<file path="config.mk">
export PLATFORM = sky130hd
export DESIGN_NAME = timed_priority_tx_scheduler_top_flat
export DESIGN_NICKNAME = d
export VERILOG_FILES = /design/src/hw/rtl/tpts_pkg.sv /design/src/hw/rtl/tpts_if.sv /design/src/hw/rtl/tpts_div.sv /design/src/hw/rtl/timed_priority_tx_scheduler_top.sv /design/src/flat_wrapper.sv
export SDC_FILE = /design/constraint.sdc
export NUM_CORES = 2
export LEC_CHECK = 0
export CORE_UTILIZATION = 35
export CTS_CLUSTER_DIAMETER = 150
export DETAILED_ROUTE_END_ITERATION = 10
export DONT_BUFFER_PORTS = 1
export PLACE_DENSITY = 0.61
export SLEW_MARGIN = 40
export SYNTH_ARGS = -nofsm -noshare
export SYNTH_HDL_FRONTEND = slang
export SYNTH_SLANG_ARGS = --single-unit
</file>
<file path="constraint.sdc">
create_clock -name clk -period 25.6 [get_ports clk]
set_input_delay 2.56 -clock clk [delete_from_list [all_inputs] [get_ports clk]]
set_output_delay 2.56 -clock clk [all_outputs]
set_load 0.02 [all_outputs]
</file>
<file path="src/hw/rtl/tpts_pkg.sv">
`default_nettype none
package tpts_pkg;

  localparam int unsigned TableDepth = 16;
  localparam int unsigned IdxW = $clog2(TableDepth);
  localparam int unsigned CntW = $clog2(TableDepth + 1);

  typedef enum logic [2:0] {
    KIND_ADD        = 3'd0,
    KIND_POP        = 3'd1,
    KIND_CANCEL_ID  = 3'd2,
    KIND_CANCEL_RCP = 3'd3,
    KIND_CANCEL_ALL = 3'd4
  } kind_t;

  typedef struct packed {
    logic [47:0] time_us;
    logic [19:0] dur;
    logic [7:0]  prio;
    logic [7:0]  recip;
    logic [31:0] rep;
    logic [31:0] timeout;
    logic        expect_rsp;
    logic [31:0] ident;
  } slot_t;

  typedef struct packed {
    logic [2:0]  kind;
    logic [7:0]  priority_req;
    logic [47:0] start_time_us;
    logic [19:0] duration_us;
    logic [31:0] repeat_us;
    logic [7:0]  recipient;
    logic        expect_response;
    logic [31:0] read_timeout_us;
    logic [47:0] now_us;
    logic [31:0] target_id;
  } req_t;

  typedef struct packed {
    logic        found;
    logic [31:0] entry_id;
    logic [7:0]  out_priority;
    logic [7:0]  out_recipient;
    logic        out_expect_response;
    logic [31:0] out_read_timeout_us;
    logic [31:0] out_repeat_us;
    logic [47:0] next_time_us;
    logic [4:0]  removed_count;
    logic        overflow;
  } rsp_t;

  typedef enum logic [3:0] {
    ST_IDLE,
    ST_DECODE,
    ST_RD,
    ST_CHECK,
    ST_SHIFT_RD,
    ST_SHIFT_WAIT,
    ST_SHIFT_WR,
    ST_WRITE_NEW,
    ST_DIV,
    ST_DIV_FIX,
    ST_MUL,
    ST_RESULT
  } state_t;

endpackage
`default_nettype wire

</file>
<file path="src/hw/rtl/tpts_if.sv">
`default_nettype none
interface tpts_req_if;
  logic              valid;
  logic              ready;
  tpts_pkg::req_t    data;
  modport source (output valid, output data, input ready);
  modport sink (input valid, input data, output ready);
endinterface

interface tpts_rsp_if;
  logic              valid;
  logic              ready;
  tpts_pkg::rsp_t    data;
  modport source (output valid, output data, input ready);
  modport sink (input valid, input data, output ready);
endinterface
`default_nettype wire

</file>
<file path="src/hw/rtl/tpts_div.sv">
`default_nettype none
// restoring divider, one quotient bit per cycle, 48 by 32 bits
module tpts_div (
  input  wire logic        clk,
  input  wire logic        rst,
  input  wire logic        start,
  input  wire logic [47:0] dividend,
  input  wire logic [31:0] divisor,
  output logic             done,
  output logic [47:0]      quotient,
  output logic             rem_nonzero
);
  logic [47:0] quo;
  logic [32:0] rem;
  logic [5:0]  step;
  logic        busy;
  logic [32:0] trial;
  logic [32:0] shifted;

  always_comb begin
    shifted = {rem[31:0], quo[47]};
    trial   = shifted - {1'b0, divisor};
  end

  always_ff @(posedge clk) begin
    if (rst) begin
      busy <= 1'b0;
      done <= 1'b0;
      step <= '0;
    end else begin
      done <= busy && !start && (step == 6'd47);
      if (start) begin
        busy <= 1'b1;
        step <= 6'd0;
        quo  <= dividend;
        rem  <= '0;
      end else if (busy) begin
        // keep the trial remainder when it did not borrow
        rem  <= trial[32] ? shifted : trial;
        quo  <= {quo[46:0], ~trial[32]};
        step <= step + 6'd1;
        busy <= (step != 6'd47);
      end
    end
  end

  assign quotient    = quo;
  assign rem_nonzero = (rem != '0);
endmodule
`default_nettype wire

</file>
<file path="src/hw/rtl/timed_priority_tx_scheduler_top.sv">
`default_nettype none
// Timed priority transmission scheduler.
// req channel: one item per operation (add, pop, cancel by id, cancel by
// recipient, cancel all); rsp channel: exactly one result item per request.
// The 16-entry table lives in a memory with one registered read port; a
// sequencer compares one entry at a time, reading it in ST_RD and checking
// it in ST_CHECK, and moves entries one at a time through ST_SHIFT_RD,
// ST_SHIFT_WAIT and ST_SHIFT_WR when inserting or removing.
// From decode, cancel all, an add to a full table, a pop or cancel of an
// empty table and unused kinds go straight to the result state; a pop of a
// repeating head runs a divide and a shift-add multiply before re-inserting.
// One item at a time; req ready is high only in the idle state, so no new
// request is taken until the last result has been loaded for output.
// Reset clears the entry count and the id counter; the table memory is not
// cleared since only counted entries are ever read.
// When the receiver stalls the result waits in the output register; the
// next item is still taken and its result holds until the register drains.
module timed_priority_tx_scheduler_top (
  input wire logic clk,
  input wire logic rst,
  tpts_req_if.sink   req,
  tpts_rsp_if.source rsp
);
  localparam int unsigned IW = tpts_pkg::IdxW;
  localparam int unsigned CW = tpts_pkg::CntW;

  // table memory
  tpts_pkg::slot_t mem [tpts_pkg::TableDepth];
  logic [IW-1:0]   rd_addr;
  logic [IW-1:0]   wr_addr;
  logic            wr_en;
  tpts_pkg::slot_t wr_data;
  tpts_pkg::slot_t rd_data;

  always_ff @(posedge clk) begin
    if (wr_en) mem[wr_addr] <= wr_data;
    rd_data <= mem[rd_addr];
  end

  tpts_pkg::state_t state, state_next;
  tpts_pkg::req_t   rq;
  tpts_pkg::rsp_t   res;
  tpts_pkg::slot_t  nslot;
  tpts_pkg::slot_t  head;
  logic [CW-1:0]    used;
  logic [31:0]      next_ident;
  logic [CW-1:0]    idx;      // scan index
  logic [CW-1:0]    sidx;     // shift index
  logic             shift_up; // open gap (insert) vs close gap (remove)
  logic [CW-1:0]    ins_pos;
  logic [4:0]       cnt;
  logic             repop;    // add phase of a repeating pop
  logic [47:0]      hstart;
  logic             out_valid;
  tpts_pkg::rsp_t   out_data;
  tpts_pkg::rsp_t   dec_res;
  tpts_pkg::rsp_t   found_rsp;
  tpts_pkg::slot_t  new_slot;
  tpts_pkg::slot_t  adv_slot;
  logic             is_add;
  logic             scan_last;
  logic             key_hit;
  logic             out_load;

  // divider and multiplier for the repeat advance
  logic        div_start, div_done, div_rnz;
  logic [47:0] div_q;
  logic [47:0] mult_n;
  logic [47:0] mul_acc;
  logic [31:0] mul_b;
  logic [5:0]  mul_step;

  tpts_div u_div (
    .clk(clk), .rst(rst), .start(div_start),
    .dividend(rq.now_us - head.time_us), .divisor(head.rep),
    .done(div_done), .quotient(div_q), .rem_nonzero(div_rnz)
  );

  // comparisons against the entry just read
  logic [48:0] n_fin, e_fin;
  logic        add_hit, pop_hit, cid_hit, crc_hit;
  always_comb begin
    n_fin   = {1'b0, nslot.time_us} + {29'b0, nslot.dur};
    e_fin   = {1'b0, rd_data.time_us} + {29'b0, rd_data.dur};
    add_hit = (nslot.time_us < rd_data.time_us)
              ? ((n_fin < {1'b0, rd_data.time_us}) || (nslot.prio <= rd_data.prio))
              : (({1'b0, nslot.time_us} < e_fin) && (nslot.prio < rd_data.prio));
    pop_hit = (rq.now_us >= rd_data.time_us) && (e_fin < {1'b0, hstart});
    cid_hit = (rd_data.ident == rq.target_id);
    crc_hit = (rd_data.recip == rq.recipient);
    key_hit = (rq.kind == tpts_pkg::KIND_CANCEL_ID) ? cid_hit : crc_hit;
    is_add    = (rq.kind == tpts_pkg::KIND_ADD) || repop;
    scan_last = ((idx + CW'(1)) >= used);
  end

  // new entry, advanced head, and result words
  always_comb begin
    new_slot            = '0;
    new_slot.time_us    = rq.start_time_us;
    new_slot.dur        = rq.duration_us;
    new_slot.prio       = rq.priority_req;
    new_slot.recip      = rq.recipient;
    new_slot.rep        = rq.repeat_us;
    new_slot.timeout    = rq.read_timeout_us;
    new_slot.expect_rsp = rq.expect_response;
    new_slot.ident      = next_ident;

    adv_slot         = head;
    adv_slot.time_us = mul_acc;

    dec_res = '0;
    if (rq.kind == tpts_pkg::KIND_ADD) begin
      dec_res.entry_id = next_ident;
      dec_res.overflow = (used == CW'(tpts_pkg::TableDepth));
    end
    if (rq.kind == tpts_pkg::KIND_CANCEL_ALL) dec_res.removed_count = 5'(used);

    found_rsp                     = '0;
    found_rsp.found               = 1'b1;
    found_rsp.entry_id            = head.ident;
    found_rsp.out_priority        = head.prio;
    found_rsp.out_recipient       = head.recip;
    found_rsp.out_expect_response = head.expect_rsp;
    found_rsp.out_read_timeout_us = head.timeout;
    found_rsp.out_repeat_us       = head.rep;
    found_rsp.next_time_us        = head.time_us;
  end

  // outputs
  always_comb begin
    req.ready = (state == tpts_pkg::ST_IDLE);
    rsp.valid = out_valid;
    rsp.data  = out_data;
    out_load  = (state == tpts_pkg::ST_RESULT) && (!out_valid || rsp.ready);
  end

  // next state
  always_comb begin
    state_next = state;
    unique case (state)
      tpts_pkg::ST_IDLE: if (req.valid && req.ready) state_next = tpts_pkg::ST_DECODE;
      tpts_pkg::ST_DECODE: begin
        unique case (rq.kind)
          tpts_pkg::KIND_ADD: begin
            if (used == CW'(tpts_pkg::TableDepth)) state_next = tpts_pkg::ST_RESULT;
            else if (used == '0) state_next = tpts_pkg::ST_WRITE_NEW;
            else state_next = tpts_pkg::ST_RD;
          end
          tpts_pkg::KIND_POP, tpts_pkg::KIND_CANCEL_ID, tpts_pkg::KIND_CANCEL_RCP:
            state_next = (used == '0) ? tpts_pkg::ST_RESULT : tpts_pkg::ST_RD;
          default: state_next = tpts_pkg::ST_RESULT;
        endcase
      end
      tpts_pkg::ST_RD: state_next = tpts_pkg::ST_CHECK;
      tpts_pkg::ST_CHECK: begin
        if (is_add) begin
          if (add_hit) state_next = tpts_pkg::ST_SHIFT_RD;
          else if (scan_last) state_next = tpts_pkg::ST_WRITE_NEW;
          else state_next = tpts_pkg::ST_RD;
        end else if (rq.kind == tpts_pkg::KIND_POP) begin
          if (idx == '0 && rq.now_us >= rd_data.time_us) state_next = tpts_pkg::ST_SHIFT_RD;
          else if (idx != '0 && pop_hit) state_next = tpts_pkg::ST_SHIFT_RD;
          else if (scan_last) state_next = tpts_pkg::ST_RESULT;
          else state_next = tpts_pkg::ST_RD;
        end else begin
          if (key_hit) state_next = tpts_pkg::ST_SHIFT_RD;
          else if (scan_last) state_next = tpts_pkg::ST_RESULT;
          else state_next = tpts_pkg::ST_RD;
        end
      end
      tpts_pkg::ST_SHIFT_RD: begin
        if (shift_up) begin
          state_next = (sidx == ins_pos) ? tpts_pkg::ST_WRITE_NEW : tpts_pkg::ST_SHIFT_WAIT;
        end else if ((sidx + CW'(1)) >= used) begin
          // removal finished; decide what follows
          if (rq.kind == tpts_pkg::KIND_POP) begin
            state_next = (idx == '0 && head.rep != 32'd0) ? tpts_pkg::ST_DIV
                                                          : tpts_pkg::ST_RESULT;
          end else begin
            state_next = scan_last ? tpts_pkg::ST_RESULT : tpts_pkg::ST_RD;
          end
        end else begin
          state_next = tpts_pkg::ST_SHIFT_WAIT;
        end
      end
      tpts_pkg::ST_SHIFT_WAIT: state_next = tpts_pkg::ST_SHIFT_WR;
      tpts_pkg::ST_SHIFT_WR: state_next = tpts_pkg::ST_SHIFT_RD;
      tpts_pkg::ST_WRITE_NEW: state_next = tpts_pkg::ST_RESULT;
      tpts_pkg::ST_DIV: if (div_done) state_next = tpts_pkg::ST_DIV_FIX;
      tpts_pkg::ST_DIV_FIX: state_next = tpts_pkg::ST_MUL;
      tpts_pkg::ST_MUL: begin
        if (mul_step == 6'd32)
          state_next = (used == '0) ? tpts_pkg::ST_WRITE_NEW : tpts_pkg::ST_RD;
      end
      tpts_pkg::ST_RESULT: if (out_load) state_next = tpts_pkg::ST_IDLE;
      default: state_next = tpts_pkg::ST_IDLE;
    endcase
  end

  // sequencer datapath
  always_ff @(posedge clk) begin
    if (rst) begin
      state      <= tpts_pkg::ST_IDLE;
      used       <= '0;
      next_ident <= '0;
      out_valid  <= 1'b0;
      div_start  <= 1'b0;
      wr_en      <= 1'b0;
    end else begin
      state     <= state_next;
      div_start <= (state_next == tpts_pkg::ST_DIV) && (state != tpts_pkg::ST_DIV);
      wr_en     <= (state == tpts_pkg::ST_SHIFT_WR) || (state == tpts_pkg::ST_WRITE_NEW);
      if (out_load) out_valid <= 1'b1;
      else if (rsp.ready) out_valid <= 1'b0;
      unique case (state)
        tpts_pkg::ST_IDLE: begin
          if (req.valid && req.ready) rq <= req.data;
        end
        tpts_pkg::ST_DECODE: begin
          res     <= dec_res;
          idx     <= '0;
          cnt     <= '0;
          repop   <= 1'b0;
          rd_addr <= '0;
          ins_pos <= '0;
          nslot   <= new_slot;
          if (rq.kind == tpts_pkg::KIND_ADD) next_ident <= next_ident + 32'd1;
          if (rq.kind == tpts_pkg::KIND_CANCEL_ALL) used <= '0;
        end
        tpts_pkg::ST_RD, tpts_pkg::ST_SHIFT_WAIT, tpts_pkg::ST_DIV: ;
        tpts_pkg::ST_CHECK: begin
          if (is_add) begin
            if (add_hit) begin
              ins_pos  <= idx;
              sidx     <= used;
              shift_up <= 1'b1;
            end else if (scan_last) begin
              ins_pos <= used;
            end else begin
              idx     <= idx + CW'(1);
              rd_addr <= IW'(idx + CW'(1));
            end
          end else if (rq.kind == tpts_pkg::KIND_POP) begin
            if (idx == '0) begin
              hstart <= rd_data.time_us;
              head   <= rd_data;
              if (rq.now_us >= rd_data.time_us) begin
                sidx      <= '0;
                shift_up  <= 1'b0;
                res.found <= 1'b1;
              end else if (!scan_last) begin
                idx     <= CW'(1);
                rd_addr <= IW'(1);
              end
            end else if (pop_hit) begin
              head      <= rd_data;
              sidx      <= idx;
              shift_up  <= 1'b0;
              res.found <= 1'b1;
            end else if (!scan_last) begin
              idx     <= idx + CW'(1);
              rd_addr <= IW'(idx + CW'(1));
            end
          end else begin
            // cancel by id or recipient
            if (key_hit) begin
              cnt      <= cnt + 5'd1;
              sidx     <= idx;
              shift_up <= 1'b0;
            end else if (scan_last) begin
              res.removed_count <= cnt;
            end else begin
              idx     <= idx + CW'(1);
              rd_addr <= IW'(idx + CW'(1));
            end
          end
        end
        tpts_pkg::ST_SHIFT_RD: begin
          // insert: move sidx-1 to sidx, down to ins_pos; remove: sidx+1 to sidx
          if (shift_up) begin
            if (sidx != ins_pos) rd_addr <= IW'(sidx - CW'(1));
          end else if ((sidx + CW'(1)) >= used) begin
            used <= used - CW'(1);
            if (rq.kind != tpts_pkg::KIND_POP) begin
              if (scan_last) res.removed_count <= cnt;
              else rd_addr <= IW'(idx);
            end
          end else begin
            rd_addr <= IW'(sidx + CW'(1));
          end
        end
        tpts_pkg::ST_SHIFT_WR: begin
          wr_addr <= IW'(sidx);
          wr_data <= rd_data;
          sidx    <= shift_up ? sidx - CW'(1) : sidx + CW'(1);
        end
        tpts_pkg::ST_WRITE_NEW: begin
          wr_addr <= IW'(ins_pos);
          wr_data <= nslot;
          used    <= used + CW'(1);
        end
        tpts_pkg::ST_DIV_FIX: begin
          mult_n <= ((div_q + {47'b0, div_rnz}) == '0) ? 48'd1
                    : div_q + {47'b0, div_rnz};
          mul_acc  <= head.time_us;
          mul_b    <= head.rep;
          mul_step <= '0;
        end
        tpts_pkg::ST_MUL: begin
          // shift-add: acc += n * rep, one rep bit per cycle, mod 2^48
          if (mul_b[0]) mul_acc <= mul_acc + mult_n;
          mult_n   <= {mult_n[46:0], 1'b0};
          mul_b    <= {1'b0, mul_b[31:1]};
          mul_step <= mul_step + 6'd1;
          if (mul_step == 6'd32) begin
            head    <= adv_slot;
            nslot   <= adv_slot;
            repop   <= 1'b1;
            idx     <= '0;
            rd_addr <= '0;
            ins_pos <= '0;
          end
        end
        tpts_pkg::ST_RESULT: begin
          if (out_load) out_data <= res.found ? found_rsp : res;
        end
        default: ;
      endcase
    end
  end
endmodule
`default_nettype wire
</file>
<file path="src/flat_wrapper.sv">
// flat-port wrapper written by rule: the top's interface ports become plain ports
module timed_priority_tx_scheduler_top_flat 
  (clk, rst, req_valid, req_data, req_ready, rsp_valid, rsp_data, rsp_ready);
  tpts_req_if req_i ();
  tpts_rsp_if rsp_i ();
  input wire logic clk;
  input wire logic rst;
  input wire logic [$bits(req_i.valid)-1:0] req_valid;
  input wire logic [$bits(req_i.data)-1:0] req_data;
  output wire logic [$bits(req_i.ready)-1:0] req_ready;
  output wire logic [$bits(rsp_i.valid)-1:0] rsp_valid;
  output wire logic [$bits(rsp_i.data)-1:0] rsp_data;
  input wire logic [$bits(rsp_i.ready)-1:0] rsp_ready;
  assign req_i.valid = req_valid;
  assign req_i.data = req_data;
  assign req_ready = req_i.ready;
  assign rsp_valid = rsp_i.valid;
  assign rsp_data = rsp_i.data;
  assign rsp_i.ready = rsp_ready;
  timed_priority_tx_scheduler_top u_core (.clk(clk), .rst(rst), .req(req_i), .rsp(rsp_i));
endmodule
</file>
Word-level counts from Yosys, hierarchy flattened:

Memories as Yosys holds them, arrays and structs flattened. A register that Yosys moved wholly into a read port is not among the register bits.
Index checks and enable logic that the tools add are counted.

* bits in registers: 1327
* RAM bits: 2896
* input bits: 236
* output and inout bits: 170
* logic and storage cells: 341
* memories: 1

* $add $sub $neg: 15
* $lt $le $gt $ge: 9
* equality and inequality tests: 56
* multiplexer cells: 123
* bitwise operators: 4
* reductions and logical operators: 61

Memories
* u_core.mem: depth 16, width 181, read ports 1, clocked after Yosys merged registers in 1, wr ports 1, line timed_priority_tx_scheduler_top.sv:28 `tpts_pkg::slot_t mem [tpts_pkg::TableDepth];`

Operators with widths (count)
* $mux W181: 6
* $pmux W181 S2: 3
* $mux W48: 4
* $pmux W48 S2: 2
* $mux W5: 35
* $mux W168: 1
* $mux W4: 31
* $add A48 B20 Y49: 2
* $lt A49 B48 Y1: 2
* $mux W33: 2
* $pmux W32 S2: 1
* $pmux W5 S3: 4
* $lt A48 B49 Y1: 1
* $add A48 B1 Y48: 1
* $add A48 B48 Y48: 1
* $ge A48 B48 Y1: 1
* $logic_not A48 Y1: 1
* $lt A48 B48 Y1: 1
* $pmux W4 S12: 1
* $sub A48 B48 Y48: 1
* $reduce_bool A33 Y1: 1
* $sub A33 B32 Y33: 1
* $add A32 B1 Y32 const B: 1
* $eq A32 B32 Y1: 1
* other kinds (58): 163

Longest topological paths before layout:

* depth after elaboration: 11
* mapped depth: 26
* mapped depth without buffers: 26

Modules after synthesis:

A second synthesis with hierarchy kept.

* cells, all modules: 10476
* area total of the unflattened synthesis: 180704.6 µm²

By module, submodules not included
* timed_priority_tx_scheduler_top: times used 1, cells each 9965, area each 175077.9 µm², seq. area each 127322.1 µm²
* tpts_div: times used 1, cells each 511, area each 5626.6 µm², seq. area each 2592.5 µm²

Worst setup path before layout:

Ideal clock, no wire load.

* kind: input-to-reg
* start point: input rst
* end point: register u_core.out_data, in the netlist u_core.rsp.data[0], enable pin
* library setup time: 1.106 ns
* arrival time: 18.821 ns
* data required time: 24.494 ns
* slack: 5.673 ns
* stages on the path: 3
* buffers on the path: 2
* cell sequence: clkbuf_1 clkbuf_1 nor4_1

* longest elaborated chain between the ends: 2

Ends and longest elaborated chain
* start, declared: line flat_wrapper.sv:7 `input wire logic rst;`
* $not A1 Y1 (no line)
* $reduce_and A3 Y1 (no line)
* end signal, assigned: line timed_priority_tx_scheduler_top.sv:325 `if (out_load) out_data <= res.found ? found_rsp : res;`
* end, declared: line timed_priority_tx_scheduler_top.sv:55 `tpts_pkg::rsp_t out_data;`

Every way passes these cells.
A chain may end at the register's enable or synchronous reset.

Worst setup path in the final report:

* start point: register, netlist name u_core.rd_data[133]
* end point: register u_core.head, in the netlist u_core.adv_slot[54], enable pin

* longest elaborated chain between the ends: 5
* elaborated cells between the ends (all ways): 6
* classes of those cells: add/sub (1); order compare (2); reduce/logical (3)

Ends and longest elaborated chain
* $add A48 B20 Y49: line timed_priority_tx_scheduler_top.sv:84 `e_fin = {1'b0, rd_data.time_us} + {29'b0, rd_data.dur};`
* $lt A49 B48 Y1: line timed_priority_tx_scheduler_top.sv:88 `pop_hit = (rq.now_us >= rd_data.time_us) && (e_fin < {1'b0, hstart});`
* $logic_and A1 B1 Y1 (*): line timed_priority_tx_scheduler_top.sv:88
* $reduce_bool A2 Y1 (no line) (*)
* $reduce_and A6 Y1 (no line) (*)
* end signal, assigned: line timed_priority_tx_scheduler_top.sv:246 `head <= rd_data;`
* end signal, assigned: line timed_priority_tx_scheduler_top.sv:256 `head <= rd_data;`
* end signal, assigned: line timed_priority_tx_scheduler_top.sv:316 `head <= adv_slot;`
* end, declared: line timed_priority_tx_scheduler_top.sv:44 `tpts_pkg::slot_t head;`

Every way passes the cells marked *; elsewhere a longest branch is shown, timed or not.

==> results.md <==
- Final worst-path cycle share: 32.05%
- Post-route ant nets: 0
- Commonest cells post-synth: 4171 x edfxtp_1, 1272 x nand2_1, 905 x mux4_2
- Worst min-delay path class: reg -> reg
- Hold buffer count at CTS: 0
- Num rows: 263
- Iter 0 DRT Violations: 9882
- Post-synthesis simple-gate area fraction: 6.242%
- Die area: 518900 um^2
- Crit path from: u_core.rd_data[133]$_DFF_P_
- Initial antenna violation count: 26
- Final setup vio count: 0
- Largest family of logic cells by synthesized area: multiplexers
- H-tree levels: 5
- Max Root-Sink Buffers: 4
- Final TNS setup: 0 ps
- Power per cell area: 92.17 nW/um^2
- Synth-to-Final Area Change: 13.83%
- R2r setup slk: 17390 ps
- Layout cells sized above 1: 17.57%
- Clock root cell: clkbuf_16
- WL final: 474.7 mm
- Yosys reg bits: 4404
- Final Max Tran Viols: 0
- Synth area leaders: edfxtp_1 69%, mux4_2 11%, ha_1 3.0%, nand2_1 2.6%, dfxtp_1 2.6%
- Xor/xnor cell area share of the yosys netlist: 1.654%
- Core Footprint: 513300 um^2
- Die Y: 720.3 um
- YS warnings: 0
- Worst-Skew Late Latency: 1040 ps
- Total power: 18.95 mW
- Post-synthesis sequential area ratio: 71.93%
- Most used routing layer: met2
- Die width: 720.3 um
- Mapped Nets: 11160
- Tightest Pin Transition: 1020 ps
- DR pass1 iterations: 6
- CTS tree: yes
- Syn Std Cell Area: 180600 um^2
- Worst clock skew: 120.3 ps
- Compound-Gate Fraction of Synth Area: 3.775%
- Final GP Congestion: 0.8760
- Seq. cell area: 129900 um^2
- Setup CP Type: reg -> reg
- Reg2reg start: u_core.rd_data[133]$_DFF_P_
- CP arrival: 8810 ps
- Most frequent cell after synthesis: edfxtp_1
- Share of the synthesized area in the top cell type: 69.35%
- Post-synthesis cell count: 10490
- Port buffer count: 0
- Setup Fix Bufs, Post-CTS: 0
- Cell count of the worst reg-to-reg path: 25
- Top Ports: 406
- Worst setup EP type: register
- Hold path depth: 0
- Worst Path Required: 26210 ps
- Met2 GRT Util: 29.09%
- Endpoints failing hold: 0
- Hold_ws: 383.7 ps
- Crit start category: register
- VDD IR max: 93.06 uV
- Final net count: 11380
- Number of vias per cell: 5.316
- Primary FF master, synth: edfxtp_1
- Sink Count: 4404
- Fill cells: 45910
- GRT overflow: 0
- Reg clk slew, reported paths: 60 ps
- RSZ-0062 raised after global routing: no
- Tmin final: 8205 ps
- Detailed placement HPWL: 284.6 mm
- Residual DRC: 0
- Grt met3 use: 2.525%
- Initial Util: 35.18%
- GR Util met1: 25.21%
- Post-synthesis mux area share: 11.80%
- Max_slew headroom: 31.80%
- Leakage power: 68.04 nW
- Largest net degree at the start of global routing: 179
- Yosys cell types: 92
- Post-synth ARST share: 0%
- CP Max Fanout: 38
- FMAX: 121.9 MHz
- EDFF count, synth: 4171
- GRT Util Overall: 17.81%
- Post-synth top area cell: edfxtp_1
- Synth Area in Adders: 3.058%
- Critical Path End: u_core.adv_slot[54]$_DFFE_PP_
- CTS buffer count: 448
- Area of the multi-input gates: 48210 um^2
- Post-CTS Resized: 0
- Vias post-DR: 95160
- First-pass GRT wire length: 681.8 mm
- Number of global-route vias before repair: 94430
- Routed WL per cell: 26.52 um
- Avg Cell Area, Syn: 17.22 um^2
- Status: finished, final reports clean
- Max Cap Viol: 0
- Reg2reg end: u_core.adv_slot[54]$_DFFE_PP_
## routing by layer
metal | part of all wire [%] | up-vias
met3 | 6.6 | 574
met1 | 43 | 49780
met5 | 0 | -
met2 | 48 | 3425
li1 | - | 41390
met4 | 2.5 | 0
## flip-flops by register name, summed over array words and instances (netlist names), 83 cells and up
signal	flops
u_core.mem	2896
u_core.nslot	181
u_core.rd_data	181
u_core.wr_data	181
u_core.rsp.data	168
u_core.new_slot	149
u_core.adv_slot	133
u_core.rq	83
## layout make-up
type / count / share of cell area [%]
Clock inverter: 242 / 1.432
Multi-Input combinational cell: 5351 / 23.45
Timing Repair Buffer: 203 / 1.174
Antenna cell: 36 / 0.04382
Sequential cell: 4404 / 63.20
Tap cell: 6757 / 4.112
Clock buffer: 606 / 6.031
Inverter: 301 / 0.5581
## through the flow
stage / cell area, um^2 / std cells / util [%] / setup WS (ps)
global route: 205600 / 17890 / 40.04 / 16970
floorplan: 180600 / 10490 / - / 5673
finish: 205600 / 17900 / 40.05 / 17390
detailed placement: 190000 / 17010 / 37.01 / 17090
CTS: 205300 / 17860 / 39.99 / 17070
global placement: 189200 / 16980 / 36.86 / 16900
## layout by cell type (no fill, tap or decap), types with 25 or more instances in the layout
master and count:
nor2_1 315, xnor2_1 228, buf_6 49, and4_1 27, o21ai_0 412, nand3_1 118
bufinv_16 43, o21bai_1 30, nor2b_1 49, ha_1 430, o21a_1 38, edfxtp_1 4171
nand2_1 1271, a21oi_1 275, inv_1 296, diode_2 36, a211oi_1 28, clkbuf_8 53
and3_1 50, buf_4 105, clkinv_1 53, mux4_2 905, dfxtp_1 232, nor4_1 37
clkinv_2 78, a21o_1 119, mux2_2 62, nor3_1 82, xor2_1 112, buf_12 25
clkbuf_16 451, a31oi_1 28, nand2b_1 46, clkbuf_1 102, nand4_1 75, and2_1 300
## report_power, final
| group | internal (mW) | leakage (nW) | total, mW | switching, mW |
|---|---|---|---|---|
| Clock | 3.86 | 7.43 | 6.73 | 2.87 |
| Combinational | 1.48 | 21.0 | 3.53 | 2.05 |
| Sequential | 8.33 | 39.6 | 8.69 | 0.367 |
## how the worst min path moves through the flow
stage	start	end
floorplan	u_core.rd_data[166]$_DFF_P_	u_core.hstart[33]$_DFFE_PP_
global placement	u_core.rd_data[166]$_DFF_P_	u_core.hstart[33]$_DFFE_PP_
detailed placement	u_core.rd_data[166]$_DFF_P_	u_core.hstart[33]$_DFFE_PP_
CTS	u_core.rd_data[134]$_DFF_P_	u_core.hstart[1]$_DFFE_PP_
global route	u_core.rd_data[134]$_DFF_P_	u_core.hstart[1]$_DFFE_PP_
finish	u_core.rd_data[134]$_DFF_P_	u_core.hstart[1]$_DFFE_PP_
## worst max-delay path: stages (launching register included)
cell and delay [ps]:
dfxtp_1 480, ha_1 250, inv_1 60, fa_1 400
nor2b_1 200, o31a_4 170, o2111a_2 300, o311ai_4 160
nand2_1 140, nand3_1 240, nor4_2 530, nand2_1 250
nor3_1 240, xnor2_1 180, ha_1 280, a21o_1 160
a21o_1 170, a21oi_1 170, o2bb2ai_1 90, a2111oi_2 360
o21ai_0 180, nor3_2 670, nor2_1 190, nor3_4 480
buf_4 690, buf_4 660
## logic make-up after synthesis
kind of cell               Yosys count
AOI/OAI and AO/OA                 1117
xor gates and xnor gates           341
adders and majority gates          438
buffers and inverters              734
DFF                               4404
muxes                              991
and+or+nand+nor                   2464
No activity file was read; power rests on OpenSTA's default activity.
